### config.mk
export PLATFORM = sky130hd
export DESIGN_NAME = ptw_level_check
export DESIGN_NICKNAME = d
export VERILOG_FILES = /design/src/hdl/ptw_pkg.sv /design/src/hdl/ptw_level_check.sv
export SDC_FILE = /design/constraint.sdc
export NUM_CORES = 1
export LEC_CHECK = 0
export BUFFER_PORTS_ARGS = -buffer_cell sky130_fd_sc_hd__clkbuf_2
export CORE_AREA = 2 2 39 41
export DETAILED_ROUTE_END_ITERATION = 10
export DIE_AREA = 0 0 41 43
export MAX_ROUTING_LAYER = met4
export SYNTH_ARGS = -nofsm -noshare
export SYNTH_HDL_FRONTEND = slang
export SYNTH_SLANG_ARGS = --single-unit
export TNS_END_PERCENT = 30
### constraint.sdc
create_clock -name vclk -period 2.2
set_input_delay 0.55 -clock vclk [all_inputs]
set_output_delay 0.55 -clock vclk [all_outputs]
set_load 0.02 [all_outputs]
### src/hdl/ptw_pkg.sv
// ----------------------------------------------------------------------------
// ptw_pkg: shared types and codes of the three-level page table walker
// Entry layout, status and command codes, level numbering and small helpers.
// ----------------------------------------------------------------------------
`default_nettype none

package ptw_pkg;

    localparam int TABLE_COUNT_DEF = 64;

    localparam int FRAME_W  = 14;
    localparam int SLOT_W   = 3;
    localparam int ROOT_W   = 6;
    localparam int VADDR_W  = 14;
    localparam int OFF_W    = 5;
    localparam int PADDR_W  = FRAME_W + OFF_W;
    localparam int STATUS_W = 3;
    localparam int ACC_W    = 2;
    localparam int LEVEL_W  = 2;
    localparam int CNT_W    = FRAME_W + 1;

    // Stored entry: frame in 17:4, valid 3, read 2, write 1, execute 0
    typedef struct packed {
        logic [FRAME_W-1:0] frame;
        logic               valid;
        logic               rd;
        logic               wr;
        logic               ex;
    } t_entry;

    localparam int ENTRY_W = $bits(t_entry);

    // Outcome of checking one fetched entry
    typedef struct packed {
        logic                done;
        logic [STATUS_W-1:0] status;
        logic [FRAME_W-1:0]  next_tbl;
    } t_chk;

    localparam logic [STATUS_W-1:0] ST_OK      = 3'd0;
    localparam logic [STATUS_W-1:0] ST_HIGH    = 3'd1;
    localparam logic [STATUS_W-1:0] ST_L1      = 3'd2;
    localparam logic [STATUS_W-1:0] ST_L2      = 3'd3;
    localparam logic [STATUS_W-1:0] ST_L3      = 3'd4;
    localparam logic [STATUS_W-1:0] ST_RANGE   = 3'd5;
    localparam logic [STATUS_W-1:0] ST_DENIED  = 3'd6;
    localparam logic [STATUS_W-1:0] ST_WRITTEN = 3'd7;

    localparam logic CMD_TRANSLATE = 1'b0;
    localparam logic CMD_WRITE     = 1'b1;

    localparam logic [ACC_W-1:0] ACC_READ  = 2'd0;
    localparam logic [ACC_W-1:0] ACC_WRITE = 2'd1;
    localparam logic [ACC_W-1:0] ACC_EXEC  = 2'd2;

    localparam logic [LEVEL_W-1:0] LVL_1 = 2'd0;
    localparam logic [LEVEL_W-1:0] LVL_2 = 2'd1;
    localparam logic [LEVEL_W-1:0] LVL_3 = 2'd2;

    // Table index lies inside the store
    function automatic logic tbl_ok(input logic [FRAME_W-1:0] t,
                                    input logic [CNT_W-1:0] cnt);
        return {1'b0, t} < cnt;
    endfunction

    // Slot bits of the logical address used at each level
    function automatic logic [SLOT_W-1:0] slot_of(input logic [VADDR_W-1:0] a,
                                                  input logic [LEVEL_W-1:0] lvl);
        logic [SLOT_W-1:0] s;
        case (lvl)
            LVL_1:   s = a[13:11];
            LVL_2:   s = a[10:8];
            default: s = a[7:5];
        endcase
        return s;
    endfunction

endpackage

`default_nettype wire

### src/hdl/ptw_level_check.sv
// ----------------------------------------------------------------------------
// ptw_level_check: entry check unit shared by all three walk levels
// Decides fault, next table pointer or final permission for one entry.
// ----------------------------------------------------------------------------
`default_nettype none

module ptw_level_check #(
    parameter int TABLE_COUNT = ptw_pkg::TABLE_COUNT_DEF
) (
    input  wire ptw_pkg::t_entry              i_entry,
    input  wire logic [ptw_pkg::LEVEL_W-1:0]  i_level,
    input  wire logic [ptw_pkg::ACC_W-1:0]    i_access,
    output ptw_pkg::t_chk                     o_res
);

    import ptw_pkg::*;

    logic allowed;

    always_comb begin
        case (i_access)
            ACC_READ:  allowed = i_entry.rd;
            ACC_WRITE: allowed = i_entry.wr;
            ACC_EXEC:  allowed = i_entry.ex;
            default:   allowed = 1'b0;
        endcase
    end

    always_comb begin
        o_res.done     = 1'b1;
        o_res.status   = ST_OK;
        o_res.next_tbl = i_entry.frame;
        if (!i_entry.valid) begin
            case (i_level)
                LVL_1:   o_res.status = ST_L1;
                LVL_2:   o_res.status = ST_L2;
                default: o_res.status = ST_L3;
            endcase
        end else if (i_level != LVL_3) begin
            // pointer to the next table must stay inside the store
            if (tbl_ok(i_entry.frame, CNT_W'(TABLE_COUNT))) begin
                o_res.done = 1'b0;
            end else begin
                o_res.status = ST_RANGE;
            end
        end else if (!allowed) begin
            o_res.status = ST_DENIED;
        end
    end

endmodule

`default_nettype wire
==> impl_metrics.env <==
export IMPL_max_stage_delay_ns=0.56
export IMPL_hold_path_class="primary input to output pin"
export IMPL_drtAntennaViolNets=0
export IMPL_die_y_um=43
export IMPL_cp_slowest_cell="or4_4"
export IMPL_setup_viol=0
export IMPL_rsz0062_at_grt="yes"
export IMPL_n_sequential_cell=0
export IMPL_irDropWorstVdd_v=0.00004452
export IMPL_p_leak_nw=0.1616
export IMPL_drv_slew=0
export IMPL_post_drt_wl_per_cell_um=10.19
export IMPL_hold_buffers=0
export IMPL_clock_fmax_ghz=0.4596
export IMPL_antenna_found_initial=0
export IMPL_ys_warn_count=0
export IMPL_clkbuf_count=0
export IMPL_min_period_over_period=0.9890
export IMPL_yosysSeqAreaShare=0
export IMPL_drt_iter0_drc=3
export IMPL_worst_setup_path_end_kind="output pin"
export IMPL_synth_cells=29
export IMPL_synthTopCellsByArea="buf_4, mux2i_1, o221ai_2, or4_4, o2111ai_1"
export IMPL_p_per_area_nw_per_um2=213.0
export IMPL_yosysMostFrequentCell="buf_4"
export IMPL_grt_first_pass_wirelength_um=814
export IMPL_drive_gt1_frac=0.7674
export IMPL_finalWirelength_um=601
export IMPL_multi_input_area_um2=133.9
export IMPL_yosysTopAreaCellShare=0.4352
export IMPL_route_met2_wl_um=247
export IMPL_path_delay_family="simple AND/OR/NAND/NOR gates"
export IMPL_drt_vias_per_instance=4.356
export IMPL_area_growth_pct=28.50
export IMPL_dp_cells=59
export IMPL_coreArea_um2=1384
export IMPL_min_from="i_entry[6]"
export IMPL_grt_use_total=0.06346
export IMPL_syn_area_um2=241.5
export IMPL_dieArea_um2=1763
export IMPL_cp_start_kind="primary input"
export IMPL_met1_length_um=224
export IMPL_die_w_um=41
export IMPL_path_max_fanout=2
export IMPL_final_nets=67
export IMPL_initial_utilization=0.1745
export IMPL_grt_overflow=0
export IMPL_synthesis_nets=51
export IMPL_tightest_slew_ns=0.2115
export IMPL_tns_ns=0
export IMPL_maxCapViolations=0
export IMPL_drc_errors=0
export IMPL_numPortBuffers=28
export IMPL_cp_data_required_time_ns=1.65
export IMPL_path_buf_inv=2
export IMPL_met3WireLength_um=129
export IMPL_drtPass1Iterations=3
export IMPL_io_pins=40
export IMPL_outcome="finished, final reports clean"
export IMPL_path_cells="buf_6 > or4_4 > o221ai_2 > o31ai_1 > buf_2"
export IMPL_gp_congestion=0.6176
export IMPL_finalCriticalPeriod_ns=2.176
export IMPL_row_count=14
export IMPL_grt_pass1_vias=202
export IMPL_regArea_um2=0
export IMPL_path_class="primary input to output pin"
export IMPL_vias=257
export IMPL_stdcell_count=59
export IMPL_final_hold_viol_count=0
export IMPL_yosysTopAreaCell="buf_4"
export IMPL_grt_max_degree=8
export IMPL_top_layer_used="met3"
export IMPL_startpoint="i_entry[15]"
export IMPL_n_antenna_cell=0
export IMPL_synthDistinctLibCells=10
export IMPL_yosys_top_cells_count="buf_4, mux2i_1"
export IMPL_avgSynthCellArea_um2=8.327
export IMPL_arrival_ns=1.63
export IMPL_maxSlewHeadroom=0.8550
export IMPL_fillerInstances=157
## cells by family after synthesis
logic type | synth area share
buf+inv | 0.4663
compound gates | 0.2591
simple gates | 0.1503
mux | 0.1244
## final timing paths
kind,slack (ns),depth (start not counted),endpoint
max,0.02,5,o_res[14]
min,1.10,0,o_res[2]
## routing by layer
metal	up-vias	global-route usage
met5	-	-
met4	0	0
met3	0	0.01571
met2	28	0.1125
met1	103	0.07278
li1	126	-
## area by class of cell
type	count	share of cell area
multi-input combinational	13	0.4314
tap	16	0.06452
timing repair buffer	28	0.4798
inverter	2	0.02419
## cell usage in the layout, fill, tap and decap left out
master / n
clkbuf_2: 25
buf_2: 1
o221ai_2: 2
buf_4: 1
o31ai_1: 1
o2111ai_1: 2
or4_4: 2
buf_6: 1
inv_1: 2
nor2_4: 1
o211ai_1: 1
mux2i_1: 3
nand3b_1: 1
## power breakdown
part	total, mW	internal, mW	switching [mW]
logic	0.0661	0.0286	0.0375
registers	0	0	0
clock network	0	0	0
total	0.0661	0.0286	0.0375
## through the flow
| step | hold WS (ns) | cell area, um2 | total power [mW] | util | setup slack, ns |
|---|---|---|---|---|---|
| after floorplan | 1.213 | 241.5 | 0.05759 | - | 0.2096 |
| final | 1.100 | 310.3 | 0.06610 | 0.2242 | 0.02424 |
| after CTS | 1.100 | 296.5 | 0.06426 | 0.2143 | 0.01697 |
| after global routing | 1.100 | 310.3 | 0.07171 | 0.2242 | -0.02559 |
| after global placement | 1.100 | 296.5 | 0.06335 | 0.2143 | 0.03673 |
| after detailed placement | 1.100 | 296.5 | 0.06405 | 0.2143 | 0.01651 |
## what timing repair did
item,CTS,global route
setup buffers,0,0
endpoints found under the setup margin,0,3
resized for setup,0,5
Power figures use the tool's default switching activity.
